$ cat config.mk
export PLATFORM = sky130hd
export DESIGN_NAME = door_motor_sequencer
export DESIGN_NICKNAME = d
export VERILOG_FILES = /design/src/dms_pkg.sv /design/src/dms_cfg_regs.sv /design/src/dms_step.sv /design/src/door_motor_sequencer.sv
export SDC_FILE = /design/constraint.sdc
export NUM_CORES = 1
export LEC_CHECK = 0
export BUFFER_PORTS_ARGS = -buffer_cell sky130_fd_sc_hd__buf_2
export CAP_MARGIN = 20
export CORE_ASPECT_RATIO = 1.2
export CORE_UTILIZATION = 59
export CTS_CLUSTER_DIAMETER = 60
export DETAILED_ROUTE_END_ITERATION = 8
export GPL_ROUTABILITY_DRIVEN = 0
export GPL_TIMING_DRIVEN = 1
export PLACE_DENSITY = 0.81
export SYNTH_ARGS = -nofsm -noshare
export SYNTH_HDL_FRONTEND = slang
export SYNTH_SLANG_ARGS = --single-unit
$ cat constraint.sdc
create_clock -name clk -period 2.9 [get_ports clk]
set_clock_uncertainty 0.1 [all_clocks]
set_input_delay 0.29 -clock clk [delete_from_list [all_inputs] [get_ports clk]]
set_output_delay 0.29 -clock clk [all_outputs]
set_load 0.05 [all_outputs]
$ cat src/dms_pkg.sv
// types, codes and register defaults for the door motor sequencer
`default_nettype none
package dms_pkg;

	// door modes
	typedef enum logic [2:0] {
		MODE_CLOSED  = 3'd0,
		MODE_OPENED  = 3'd1,
		MODE_CLOSING = 3'd2,
		MODE_OPENING = 3'd3,
		MODE_STOPPED = 3'd4
	} mode_t;

	// motor drive directions
	typedef enum logic [1:0] {
		DIR_STOP  = 2'd0,
		DIR_OPEN  = 2'd1,
		DIR_CLOSE = 2'd2
	} dir_t;

	// event codes reported with each result
	typedef enum logic [3:0] {
		EV_NONE           = 4'd0,
		EV_ALREADY_OPEN   = 4'd1,
		EV_ALREADY_CLOSED = 4'd2,
		EV_CMD_OPEN       = 4'd3,
		EV_CMD_CLOSE      = 4'd4,
		EV_STOP           = 4'd5,
		EV_INVALID        = 4'd6,
		EV_HOT_OPEN       = 4'd7,
		EV_COLD_CLOSE     = 4'd8,
		EV_REACHED_OPEN   = 4'd9,
		EV_REACHED_CLOSED = 4'd10
	} event_t;

	// request types
	localparam logic REQ_TICK = 1'b0;
	localparam logic REQ_CMD  = 1'b1;

	// command bytes ('0', '1', '2')
	localparam logic [7:0] CMD_STOP  = 8'h30;
	localparam logic [7:0] CMD_OPEN  = 8'h31;
	localparam logic [7:0] CMD_CLOSE = 8'h32;

	// register indexes
	localparam int unsigned CFG_IDX_W = 3;
	localparam logic [CFG_IDX_W-1:0] REG_HIGH_TEMP      = 3'd0;
	localparam logic [CFG_IDX_W-1:0] REG_LOW_TEMP       = 3'd1;
	localparam logic [CFG_IDX_W-1:0] REG_OPEN_TILT      = 3'd2;
	localparam logic [CFG_IDX_W-1:0] REG_CLOSED_TILT    = 3'd3;
	localparam logic [CFG_IDX_W-1:0] REG_COOLDOWN_TICKS = 3'd4;
	localparam int unsigned CFG_DATA_W = 16;

	// register reset values (tilt in Q3.12: 0.9 g and 0.05 g)
	localparam logic [7:0]         HIGH_TEMP_RST      = 8'd30;
	localparam logic [7:0]         LOW_TEMP_RST       = 8'd23;
	localparam logic signed [15:0] OPEN_TILT_RST      = 16'sd3686;
	localparam logic signed [15:0] CLOSED_TILT_RST    = 16'sd205;
	localparam logic [6:0]         COOLDOWN_TICKS_RST = 7'd30;

	// configuration bundle
	typedef struct packed {
		logic [7:0]         high_temp;
		logic [7:0]         low_temp;
		logic signed [15:0] open_tilt;
		logic signed [15:0] closed_tilt;
		logic [6:0]         cooldown_ticks;
	} cfg_t;

	// one input item
	typedef struct packed {
		logic               req_type;
		logic [7:0]         command_char;
		logic [7:0]         temperature;
		logic signed [15:0] tilt_z;
	} item_t;

	// sequencer state
	typedef struct packed {
		mode_t      mode;
		dir_t       dir;
		logic       cooling;
		logic [6:0] tick_count;
	} state_t;

	// one result item
	typedef struct packed {
		dir_t       motor_dir;
		mode_t      door_state;
		event_t     event_code;
		logic       was_cooling;
		logic [6:0] cooldown_left;
		logic       cooldown_done;
	} result_t;

endpackage
`default_nettype wire

$ cat src/dms_cfg_regs.sv
// configuration register bank of the door motor sequencer
`default_nettype none
module dms_cfg_regs (
	input  wire logic                            clk,
	input  wire logic                            arst_n,
	input  wire logic                            cfg_wen,
	input  wire logic [dms_pkg::CFG_IDX_W-1:0]   cfg_idx,
	input  wire logic [dms_pkg::CFG_DATA_W-1:0]  cfg_wdata,
	output dms_pkg::cfg_t                        cfg
);
	import dms_pkg::*;

	cfg_t cfg_q;

	// register writes, unknown indexes ignored
	always_ff @(posedge clk or negedge arst_n) begin
		if (!arst_n) begin
			cfg_q.high_temp      <= HIGH_TEMP_RST;
			cfg_q.low_temp       <= LOW_TEMP_RST;
			cfg_q.open_tilt      <= OPEN_TILT_RST;
			cfg_q.closed_tilt    <= CLOSED_TILT_RST;
			cfg_q.cooldown_ticks <= COOLDOWN_TICKS_RST;
		end else if (cfg_wen) begin
			unique case (cfg_idx)
				REG_HIGH_TEMP:      cfg_q.high_temp      <= cfg_wdata[7:0];
				REG_LOW_TEMP:       cfg_q.low_temp       <= cfg_wdata[7:0];
				REG_OPEN_TILT:      cfg_q.open_tilt      <= signed'(cfg_wdata[15:0]);
				REG_CLOSED_TILT:    cfg_q.closed_tilt    <= signed'(cfg_wdata[15:0]);
				REG_COOLDOWN_TICKS: cfg_q.cooldown_ticks <= cfg_wdata[6:0];
				default: ;
			endcase
		end
	end

	assign cfg = cfg_q;

endmodule
`default_nettype wire

$ cat src/dms_step.sv
// next-state and result logic for one item of the door motor sequencer
`default_nettype none
module dms_step (
	input  dms_pkg::cfg_t    cfg,
	input  dms_pkg::state_t  cur,
	input  dms_pkg::item_t   item,
	output dms_pkg::state_t  nxt,
	output dms_pkg::result_t res
);
	import dms_pkg::*;

	event_t     ev;
	logic       was;
	logic [6:0] left;
	logic       done;

	always_comb begin
		nxt  = cur;
		ev   = EV_NONE;
		was  = 1'b0;
		left = '0;
		done = 1'b0;

		if (item.req_type == REQ_CMD) begin
			// remaining cooldown, saturating at zero
			if (cur.cooling) begin
				was = 1'b1;
				if (cfg.cooldown_ticks >= cur.tick_count) begin
					left = cfg.cooldown_ticks - cur.tick_count;
				end
			end
			// command decode
			priority if (item.command_char == CMD_OPEN) begin
				if (cur.mode == MODE_OPENED) begin
					ev = EV_ALREADY_OPEN;
				end else begin
					nxt.mode       = MODE_OPENING;
					nxt.dir        = DIR_OPEN;
					nxt.tick_count = '0;
					nxt.cooling    = 1'b1;
					ev             = EV_CMD_OPEN;
				end
			end else if (item.command_char == CMD_CLOSE) begin
				if (cur.mode == MODE_CLOSED) begin
					ev = EV_ALREADY_CLOSED;
				end else begin
					nxt.mode       = MODE_CLOSING;
					nxt.dir        = DIR_CLOSE;
					nxt.tick_count = '0;
					nxt.cooling    = 1'b1;
					ev             = EV_CMD_CLOSE;
				end
			end else if (item.command_char == CMD_STOP) begin
				nxt.mode       = MODE_STOPPED;
				nxt.dir        = DIR_STOP;
				nxt.tick_count = '0;
				nxt.cooling    = 1'b1;
				ev             = EV_STOP;
			end else begin
				// unknown byte halts the motor, mode kept
				nxt.dir = DIR_STOP;
				ev      = EV_INVALID;
			end
		end else begin
			// temperature moves and tilt completion
			unique case (cur.mode)
				MODE_CLOSED: begin
					if (item.temperature >= cfg.high_temp && !cur.cooling) begin
						nxt.mode    = MODE_OPENING;
						nxt.dir     = DIR_OPEN;
						nxt.cooling = 1'b1;
						ev          = EV_HOT_OPEN;
					end
				end
				MODE_OPENED: begin
					if (item.temperature <= cfg.low_temp && !cur.cooling) begin
						nxt.mode    = MODE_CLOSING;
						nxt.dir     = DIR_CLOSE;
						nxt.cooling = 1'b1;
						ev          = EV_COLD_CLOSE;
					end
				end
				MODE_OPENING: begin
					if (item.tilt_z >= cfg.open_tilt) begin
						nxt.mode = MODE_OPENED;
						nxt.dir  = DIR_STOP;
						ev       = EV_REACHED_OPEN;
					end
				end
				MODE_CLOSING: begin
					if (item.tilt_z <= cfg.closed_tilt) begin
						nxt.mode = MODE_CLOSED;
						nxt.dir  = DIR_STOP;
						ev       = EV_REACHED_CLOSED;
					end
				end
				default: ;
			endcase
			// cooldown count, after the mode rule
			if (nxt.cooling) begin
				if (cur.tick_count >= cfg.cooldown_ticks) begin
					nxt.tick_count = '0;
					nxt.cooling    = 1'b0;
					done           = 1'b1;
				end else begin
					nxt.tick_count = cur.tick_count + 7'd1;
				end
			end
		end

		res.motor_dir     = nxt.dir;
		res.door_state    = nxt.mode;
		res.event_code    = ev;
		res.was_cooling   = was;
		res.cooldown_left = left;
		res.cooldown_done = done;
	end

endmodule
`default_nettype wire

$ cat src/door_motor_sequencer.sv
// top level of the door motor sequencer: input register, step logic, result register
//
//   channel  direction  handshake              payload
//   in       in         in_valid / in_stall    req_type, command_char, temperature, tilt_z
//   out      out        out_valid / out_stall  motor_dir, door_state, event_code,
//                                              was_cooling, cooldown_left, cooldown_done
//   cfg      in         cfg_wen                cfg_idx, cfg_wdata
//
// one item per cycle sustained while out_stall is low; a result passes the input register and then
// the result register after its transaction on the input channel, and is taken at an edge with out_stall low
// the state update and the result are formed together in one pass of the step logic
// arst_n clears the state, the configuration registers to their defaults and both valid flags
// out_stall holds the result register; the input register then fills and in_stall rises
`default_nettype none
module door_motor_sequencer (
	input  wire logic                            clk,
	input  wire logic                            arst_n,
	input  wire logic                            in_valid,
	output logic                                 in_stall,
	input  wire logic                            req_type,
	input  wire logic [7:0]                      command_char,
	input  wire logic [7:0]                      temperature,
	input  wire logic signed [15:0]              tilt_z,
	output logic                                 out_valid,
	input  wire logic                            out_stall,
	output logic [1:0]                           motor_dir,
	output logic [2:0]                           door_state,
	output logic [3:0]                           event_code,
	output logic                                 was_cooling,
	output logic [6:0]                           cooldown_left,
	output logic                                 cooldown_done,
	input  wire logic                            cfg_wen,
	input  wire logic [dms_pkg::CFG_IDX_W-1:0]   cfg_idx,
	input  wire logic [dms_pkg::CFG_DATA_W-1:0]  cfg_wdata
);
	import dms_pkg::*;

	cfg_t    cfg;
	item_t   item_s1;
	logic    valid_s1;
	state_t  state_q;
	state_t  state_nxt;
	result_t res_nxt;
	result_t res_s2;
	logic    valid_s2;
	logic    in_take;
	logic    advance;

	// configuration registers
	dms_cfg_regs u_cfg (
		.clk       (clk),
		.arst_n    (arst_n),
		.cfg_wen   (cfg_wen),
		.cfg_idx   (cfg_idx),
		.cfg_wdata (cfg_wdata),
		.cfg       (cfg)
	);

	// step logic
	dms_step u_step (
		.cfg  (cfg),
		.cur  (state_q),
		.item (item_s1),
		.nxt  (state_nxt),
		.res  (res_nxt)
	);

	// handshake: the held item moves on when the result register is free or draining
	assign advance  = valid_s1 && (!valid_s2 || !out_stall);
	assign in_stall = valid_s1 && !advance;
	assign in_take  = in_valid && !in_stall;

	// input register
	always_ff @(posedge clk or negedge arst_n) begin
		if (!arst_n) begin
			valid_s1 <= 1'b0;
		end else if (in_take) begin
			valid_s1 <= 1'b1;
		end else if (advance) begin
			valid_s1 <= 1'b0;
		end
	end

	always_ff @(posedge clk) begin
		if (in_take) begin
			item_s1.req_type     <= req_type;
			item_s1.command_char <= command_char;
			item_s1.temperature  <= temperature;
			item_s1.tilt_z       <= tilt_z;
		end
	end

	// sequencer state
	always_ff @(posedge clk or negedge arst_n) begin
		if (!arst_n) begin
			state_q.mode       <= MODE_CLOSED;
			state_q.dir        <= DIR_STOP;
			state_q.cooling    <= 1'b0;
			state_q.tick_count <= '0;
		end else if (advance) begin
			state_q <= state_nxt;
		end
	end

	// result register
	always_ff @(posedge clk or negedge arst_n) begin
		if (!arst_n) begin
			valid_s2 <= 1'b0;
		end else if (advance) begin
			valid_s2 <= 1'b1;
		end else if (!out_stall) begin
			valid_s2 <= 1'b0;
		end
	end

	always_ff @(posedge clk) begin
		if (advance) begin
			res_s2 <= res_nxt;
		end
	end

	assign out_valid     = valid_s2;
	assign motor_dir     = res_s2.motor_dir;
	assign door_state    = res_s2.door_state;
	assign event_code    = res_s2.event_code;
	assign was_cooling   = res_s2.was_cooling;
	assign cooldown_left = res_s2.cooldown_left;
	assign cooldown_done = res_s2.cooldown_done;

endmodule
`default_nettype wire

==> results.yml, run 1 <==
floorplan:
  die_x_um: 97.65
  initial_core_util: 0.6100
  die_area_um2: 11400
  rows: 41
  die-height_um: 116.8
  core_um2: 10620
  io_pins: 77
place:
  placed_cell_area_um2: 7053
  placedCellCount: 795
  numPortBuffers: 76
  dp_hpwl_um: 10220
synth:
  ys_seq_area_frac: 0.5115
  synth_flop_cell: "edfxtp_1"
  synth_top_area_cell: "edfxtp_1"
  synth_fp_nets: 707
  synthMostInstantiatedCell: "inv_1"
  synth_area_leaders: "edfxtp_1, dfrtp_1, ha_1, dfstp_2, mux2_2"
  async_reset_ff_frac: 0.5785
  ys_ff_latch: 121
  postSynthAreaPerCell_um2: 10.92
  synth-edff-count: 51
  synth_common_cells: "inv_1, ha_1, nand2_1, edfxtp_1, o21ai_0"
  syn_area_um2: 6477
  syn-instance-count: 593
  yosys_warnings: 0
  synth_top_area_frac: 0.2364
  ys_types: 70
power_and_ir_drop:
  seqPwrFrac: 0.369
  power_frac_clock: 0.351
  power.leakage_nw: 3.524
  ir_drop_v: 0.0006642
  powerDensity_nw_per_um2: 781.9
  p_sw_frac: 0.3163
  p_comb_frac: 0.280
  p_switching_mw: 1.991
  intPower_mw: 4.303
cells_and_area:
  antenna_cells: 0
  nets: 835
  fillers: 653
  layout.cells.non_filler: 863
  stdcell_area_um2: 8050
  seqCellArea_um2: 3313
  multi_input_area_um2: 2875
  final_util: 0.7581
  drive_gt1_frac: 0.2643
  syn2layout_area_growth_pct: 24.28
global_route:
  overflow: 0
  grt_max_degree: 38
  antenna_found_initial: 1
  grt_pass1_wl_um: 24270
  grt_pass1_vias: 5136
  track_usage: 0.2805
setup_path:
  crit_type: "reg -> reg"
  required_ns: 3.05
  crit_arrival_ns: 3.00
  end_kind: "register"
  critPathLaunchType: "register"
  crit_fanout: 6
  rrSetupSlack_ns: 0.06
sta:
  finalSetupViolations: 0
  slew_violations: 0
  tightest_slew_ns: 0.9305
  period_share: 0.9806
  slew_headroom: 0.3797
  max_clock_freq_mhz: 351.6
  fin_crit_ns: 2.844
  fin_setup_tns_ns: 0
  hold_viol: 0
route:
  highest_layer: "met5"
  vias_per_cell: 5.947
  met2_length_um: 7681
  drt_pass1_iterations: 9
  totalWireLength_um: 14980
  drcViolationCount: 12
  drt_first_iter_violations: 302
  wl_met1_um: 5927
  ant_nets: 0
  vias: 5132
  wl_met3_um: 800
  wl_per_cell_um: 17.36
cts:
  clock_path_buffers: 2
  clock-sinks: 121
  cts.root.buffer_cell: "clkbuf_16"
  cts-buffers-inserted: 17
  clock_latency_ns: 0.42
  clkTransAtPathRegs_ns: 0.06
  htreeDepth: 4
  cts_tree: "built"
status:
  violations: "design-rule violations"
  outcome: "finished with violations"
worst_hold_path:
  hold_path_class: "in -> reg"
job:
  cap_violations: 0
==> path summary, 6_finish.rpt <==
| check | end | start | cells after the start |
|---|---|---|---|
| worst min-delay path | u_cfg.cfg[37] | cfg_wdata[14] | 3 |
| worst max register to register | motor_dir[1] | u_cfg.cfg[32] | 9 |
| max in group asynchronous | u_cfg.cfg[3] | arst_n | 3 |
| worst max-delay path | motor_dir[1] | u_cfg.cfg[32] | 9 |
| min in group asynchronous | u_cfg.cfg[45] | arst_n | 2 |
| worst min register to register | u_cfg.cfg[15] | u_cfg.cfg[15] | 1 |
==> power by group through the flow <==
stage	Sequential, mW	Clock, mW	Combinational (mW)
after floorplan	2.41	0	1.14
after global placement	2.33	0	1.57
after detailed placement	2.34	0	1.65
after CTS	2.31	2.23	1.72
after global routing	2.34	2.31	1.95
final	2.32	2.21	1.76
==> flip-flops by register name, indices dropped and copies added (netlist names) <==
name / cells
valid_s1: 1
cooldown_left: 7
was_cooling: 1
item_s1: 33
event_code: 4
cooldown_done: 1
state_q: 13
u_cfg.cfg: 55
door_state: 3
motor_dir: 2
out_valid: 1
==> cells in the final DEF, fill, tap and decap left out, types with 6 or more instances in the layout <==
cell type,n
dfrtp_1,46
dfstp_2,24
nand2b_1,8
nand4_1,12
nor3_1,14
buf_2,76
dlygate4sd3_1,35
edfxtp_1,51
a21oi_1,33
clkbuf_16,17
ha_1,56
nor2b_1,8
and2_1,7
nor2_1,26
clkinvlp_4,6
buf_4,12
inv_1,62
o21ai_0,51
nand2_1,54
nand3_1,8
mux2_2,28
==> logic make-up (layout without fill, tap and decap cells) <==
logic type                 after synthesis  after routing  share of synthesized area
xor gates and xnor gates                 3              3                   0.004057
and+or+nand+nor                        163            163                     0.1306
buffers and inverters                   77            218                    0.05080
AOI/OAI and AO/OA                      143            143                     0.1416
muxes                                   29             29                    0.05022
DFF                                    121            121                     0.5115
adders and majority gates               57             57                     0.1113
==> what timing repair did <==
action	CTS	global route
endpoints found under the hold margin	58	0
setup endpoints to repair	0	4
resized for setup	0	2
buffers inserted	0	1
hold buffers	35	0
==> worst max-delay path, cell delays in order (launching register included) <==
cell and delay (ns):
dfstp_2 0.51, inv_1 0.05, ha_1 0.31, nand4_1 0.12
or4_1 0.54, a21o_1 0.20, a31o_2 0.21, o21a_1 0.12
o22ai_2 0.28, a2bb2oi_1 0.24
==> metrics by stage <==
| stage | hold slack, ns | total power [mW] | setup WS, ns |
|---|---|---|---|
| after floorplan | -0.1056 | 3.551 | 0.3432 |
| after global routing | 0.003802 | 6.610 | -0.001720 |
| after detailed placement | 0.3681 | 3.991 | 0.09826 |
| after CTS | 0.001147 | 6.262 | 0.04864 |
| final | 0.005550 | 6.294 | 0.05615 |
| after global placement | 0.3611 | 3.897 | 0.2011 |
==> per-layer routing <==
layer  vias to the layer above  track usage
met3                        59      0.07126
met4                         2       0.1616
met1                      2458       0.3138
li1                       2404            -
met2                       209       0.4941
met5                         -            0
==> final cells by class <==
type                    count  area share
clock inverters            15     0.02502
flip-flops and latches    121      0.4116
clock buffers              17     0.05284
inverters                  62     0.02891
multi-input cells         395      0.3572
repair buffers            124      0.1044
well taps                 129     0.02005
Note: power is estimated with default switching activity, not from simulation.
==> run 2, diff against run 1 <==
- PLACE_DENSITY: 0.81 -> 0.91
==> results.yml, run 2 (synthesized netlist as in run 1, its figures left out) <==
power_and_ir_drop:
  intPower_mw: 4.349
  ir_drop_v: 0.0005871
  power.leakage_nw: 3.547
  seqPwrFrac: 0.367
  power_frac_clock: 0.346
  p_sw_frac: 0.3179
  p_switching_mw: 2.027
  powerDensity_nw_per_um2: 789.1
  p_comb_frac: 0.287
cells_and_area:
  largest_reg_flops: 55
  mostFrequentLayoutCells: "buf_2, inv_1, ha_1, nand2_1, edfxtp_1"
  layout.cells.non_filler: 863
  multi_input_area_um2: 2910
  fillers: 609
  syn2layout_area_growth_pct: 24.76
  drive_gt1_frac: 0.2602
  antenna_cells: 0
  layout_commonest_cell: "buf_2"
  seqCellArea_um2: 3313
  nets: 835
floorplan:
  die-height_um: 116.8
  die_area_um2: 11400
  die_x_um: 97.65
  core_um2: 10620
  rows: 41
  initial_core_util: 0.6100
  io_pins: 77
status:
  outcome: "finished with violations"
  violations: "design-rule violations"
setup_path:
  rrSetupSlack_ns: 0.04
  end_kind: "register"
  crit_type: "reg -> reg"
  reg2reg_to: "door_state[1]"
  crit_arrival_ns: 2.91
  required_ns: 2.96
  crit_path_start: "u_cfg.cfg[40]"
  crit_fanout: 3
  cp_slowest_cell: "dfstp_2"
  timing.rr.start: "u_cfg.cfg[40]"
  max_stage_delay_ns: 0.51
  r2r_cells: 9
  path_cells: "inv_1 -> ha_1 -> nor2b_1 -> o211ai_1 -> a211o_1 -> nand2_1 -> nor3_1 -> or3_4 -> o32a_2"
  critPathLaunchType: "register"
cts:
  cts.root.buffer_cell: "clkbuf_16"
  htreeDepth: 4
  clock-sinks: 121
  clock_latency_ns: 0.42
  cts-buffers-inserted: 17
  clock_path_buffers: 2
  clkTransAtPathRegs_ns: 0.06
  cts_tree: "built"
sta:
  finalSetupViolations: 0
  slew_headroom: 0.4887
  period_share: 0.9847
  holdWs_ns: 0.007806
  fin_crit_ns: 2.856
  tightest_slew_ns: 0.7670
  setup_slack_ns: 0.04425
  hold_viol: 0
  max_clock_freq_mhz: 350.2
  slew_violations: 0
global_route:
  grt_max_degree: 41
  overflow: 0
  antenna_found_initial: 0
  grt_pass1_wl_um: 25750
  track_usage: 0.2942
  grt_pass1_vias: 5394
place:
  pre_cts_ws_ns: 0.04212
  dp_hpwl_um: 10530
  placedCellCount: 793
  numPortBuffers: 76
job:
  cap_violations: 0
route:
  ant_nets: 0
  vias_per_cell: 6.232
  wl_per_cell_um: 19.49
  drcViolationCount: 12
  drt_first_iter_violations: 488
  drt_pass1_iterations: 7
  totalWireLength_um: 16820
  vias: 5378
worst_hold_path:
  holdPathStages: 3
  whs_endpoint: "u_cfg.cfg[36]"
  hold_start: "cfg_wdata[13]"
  hold_path_class: "in -> reg"
run 2: repair_timing:
action | 4_1_cts | 5_1_grt
setup endpoints to repair | 0 | 7
hold endpoints to repair | 56 | 0
setup buffers | 0 | 1
hold buffers | 36 | 0
gates resized for setup | 0 | 8
run 2: metrics by stage:
stage	power [mW]	util	TNS [ns]	cell area, um^2
2_1_floorplan	3.551	-	0	6477
3_3_place_gp	3.872	0.6628	0	7038
3_5_place_dp	3.990	0.6628	0	7038
4_1_cts	6.245	0.7544	0	8011
5_1_grt	6.641	0.7610	-0.1153	8082
6_report	6.377	0.7610	0	8082
run 2: how the worst max path moves through the flow:
stage	depth (start not counted)	to
after CTS	9	door_state[1]
after floorplan	8	door_state[1]
after global placement	9	door_state[1]
final	9	door_state[1]
after detailed placement	9	door_state[1]
after global routing	8	door_state[1]
run 2: power by group through the flow:
| stage | Sequential, mW | Clock [mW] | Combinational (mW) |
|---|---|---|---|
| after floorplan | 2.41 | 0 | 1.14 |
| after global placement | 2.32 | 0 | 1.55 |
| after detailed placement | 2.34 | 0 | 1.65 |
| after CTS | 2.32 | 2.21 | 1.72 |
| after global routing | 2.36 | 2.29 | 2.00 |
| final | 2.34 | 2.21 | 1.83 |
run 2: routing by layer:
metal  share of wire  vias to the layer above  track usage
met1            0.36                     2532       0.3327
met2            0.51                      358       0.5225
met3           0.078                       84      0.06116
met5               0                        -            0
li1                -                     2404            -
met4           0.053                        0       0.1747
run 2: worst max-delay path, delay by kind of cell, from the launching register on:
| kind | cells | cell delay, ns |
|---|---|---|
| and+or+nand+nor | 4 | 0.83 |
| AOI/OAI and AO/OA | 3 | 0.82 |
| DFF | 1 | 0.51 |
| adders and majority gates | 1 | 0.29 |
| buffers and inverters | 1 | 0.05 |
run 2: area by class of cell:
| cell class | instances | share of cell area |
|---|---|---|
| Multi-Input combinational cell | 395 | 0.3601 |
| Clock buffer | 22 | 0.05744 |
| Tap cell | 129 | 0.01997 |
| Timing Repair Buffer | 124 | 0.1053 |
| Sequential cell | 121 | 0.4100 |
| Clock inverter | 10 | 0.01842 |
| Inverter | 62 | 0.02880 |
==> run 3, diff against run 2 <==
- REMOVE_ABC_BUFFERS: default -> 1
- SKIP_LAST_GASP: default -> 1
==> results.yml, run 3 (synthesized netlist as in run 1, its figures left out) <==
sta:
  hold_viol: 0
  slew_headroom: 0.4695
  finalSetupViolations: 1
  max_clock_freq_mhz: 339.8
  setup_slack_ns: -0.04332
  tightest_slew_ns: 0.7957
  fin_setup_tns_ns: -0.04332
  fin_crit_ns: 2.943
  period_share: 1.015
  slew_violations: 0
  grt_setup_unrepaired: "yes"
power_and_ir_drop:
  p_switching_mw: 2.141
  powerDensity_nw_per_um2: 793.0
  p_sw_frac: 0.3342
  ir_drop_v: 0.0004823
  p_comb_frac: 0.289
  power.leakage_nw: 3.541
  intPower_mw: 4.264
  power_frac_clock: 0.345
  seqPwrFrac: 0.366
route:
  drt_pass1_iterations: 8
  totalWireLength_um: 17760
  ant_nets: 0
  vias: 5538
  drt_first_iter_violations: 704
  wl_per_cell_um: 20.51
  vias_per_cell: 6.395
  drcViolationCount: 12
worst_hold_path:
  hold_path_class: "in -> reg"
  hold_start: "cfg_wdata[8]"
setup_path:
  crit_path_start: "u_cfg.cfg[14]"
  critPathLaunchType: "register"
  crit_fanout: 6
  rrSetupSlack_ns: -0.04
  path_buf_inv: 1
  required_ns: 2.96
  crit_type: "reg -> reg"
  end_kind: "register"
  path_cells: "inv_1 -> ha_1 -> a21oi_1 -> o21ai_0 -> a21o_1 -> or3_1 -> o221ai_2 -> o22ai_2 -> o32a_2"
  cp_slowest_cell: "dfstp_2"
  max_stage_delay_ns: 0.53
  crit_arrival_ns: 3.01
  cp_top_family: "compound AO/OA/AOI/OAI gates"
  timing.rr.start: "u_cfg.cfg[14]"
cts:
  clock-sinks: 121
  postCtsSetupBuffers: 0
  clkTransAtPathRegs_ns: 0.06
  clock_path_buffers: 2
  cts.root.buffer_cell: "clkbuf_16"
  cts_tree: "built"
  cts-buffers-inserted: 17
  htreeDepth: 4
  clock_latency_ns: 0.42
cells_and_area:
  drive_gt1_frac: 0.2632
  mostFrequentLayoutCells: "buf_2, inv_1, ha_1, nand2_1"
  stdcell_area_um2: 8077
  seqCellArea_um2: 3313
  multi_input_area_um2: 2885
  nets: 838
  antenna_cells: 0
  fillers: 609
  syn2layout_area_growth_pct: 24.69
  layout_commonest_cell: "buf_2"
  largest_reg_flops: 55
floorplan:
  rows: 41
  initial_core_util: 0.6100
  die_x_um: 97.65
  io_pins: 77
  core_um2: 10620
  die_area_um2: 11400
  die-height_um: 116.8
global_route:
  grt_pass1_wl_um: 27300
  overflow: 0
  antenna_found_initial: 0
  track_usage: 0.3147
  grt_max_degree: 39
  grt_pass1_vias: 5639
job:
  cap_violations: 0
place:
  dp_hpwl_um: 10750
  placed_cell_area_um2: 7033
  numPortBuffers: 76
status:
  outcome: "finished with violations"
  violations: "design-rule violations, negative setup slack"
-- run 3: cell types whose count changed in the layout (fill, tap and decap cells not counted), sizes merged, moves of 2 or more --
cell         change
clkbuf           -4
clkinvlp         +4
dlygate4sd3      +4
inv              +2
-- run 3: power groups by stage --
stage	Sequential [mW]	Clock, mW	Combinational (mW)
2_1_floorplan	2.45	0	1.05
3_3_place_gp	2.32	0	1.54
3_5_place_dp	2.34	0	1.65
4_1_cts	2.32	2.20	1.75
5_1_grt	2.36	2.27	1.99
6_report	2.34	2.21	1.85
-- run 3: metrics by stage --
step             util  power (mW)  instances  worst slack (ns)  hold WS [ns]
2_1_floorplan       -       3.502        578          -0.07194       -0.1056
3_3_place_gp   0.6623       3.862        794            0.2046       0.08326
3_5_place_dp   0.6623       3.991        794            0.1006       0.09041
4_1_cts        0.7585       6.281        866           0.04267       0.01439
5_1_grt        0.7606       6.629        866          -0.06852       0.03549
6_report       0.7606       6.405        866          -0.04332       0.01697
-- run 3: final timing paths --
check	to	cells past startpoint
worst min-delay path	u_cfg.cfg[31]	3
worst min register to register	u_cfg.cfg[16]	1
worst max-delay path	door_state[1]	9
max in group asynchronous	u_cfg.cfg[1]	3
worst max register to register	door_state[1]	9
min in group asynchronous	u_cfg.cfg[30]	2
-- run 3: final cells by class --
cell class / count / share of cell area
Clock inverter: 14 / 0.02107
Clock buffer: 18 / 0.05577
Inverter: 62 / 0.02881
Multi-Input combinational cell: 395 / 0.3572
Tap cell: 129 / 0.01998
Timing Repair Buffer: 127 / 0.1069
Sequential cell: 121 / 0.4102
-- run 3: metal layers --
metal / up-vias / part of all wire / track usage
met1: 2622 / 0.37 / 0.3551
met4: 0 / 0.069 / 0.2333
met5: - / 0 / 0
met2: 379 / 0.49 / 0.5414
li1: 2406 / - / -
met3: 131 / 0.078 / 0.06116
-- run 3: worst reg2reg max path: cells and delay by family, from the launching register on --
kind,cells,cell delay (ns)
buffers and inverters,1,0.05
AND/OR/NAND/NOR,1,0.34
flip-flops,1,0.53
adder cells (fa/ha/maj),1,0.33
AO/OA/AOI/OAI,6,1.35
-- run 3: timing repair --
item                                    4_1_cts  5_1_grt
gates resized for setup                       0        5
hold endpoints to repair                     50        0
endpoints found under the setup margin        0       14
hold buffers                                 40        0
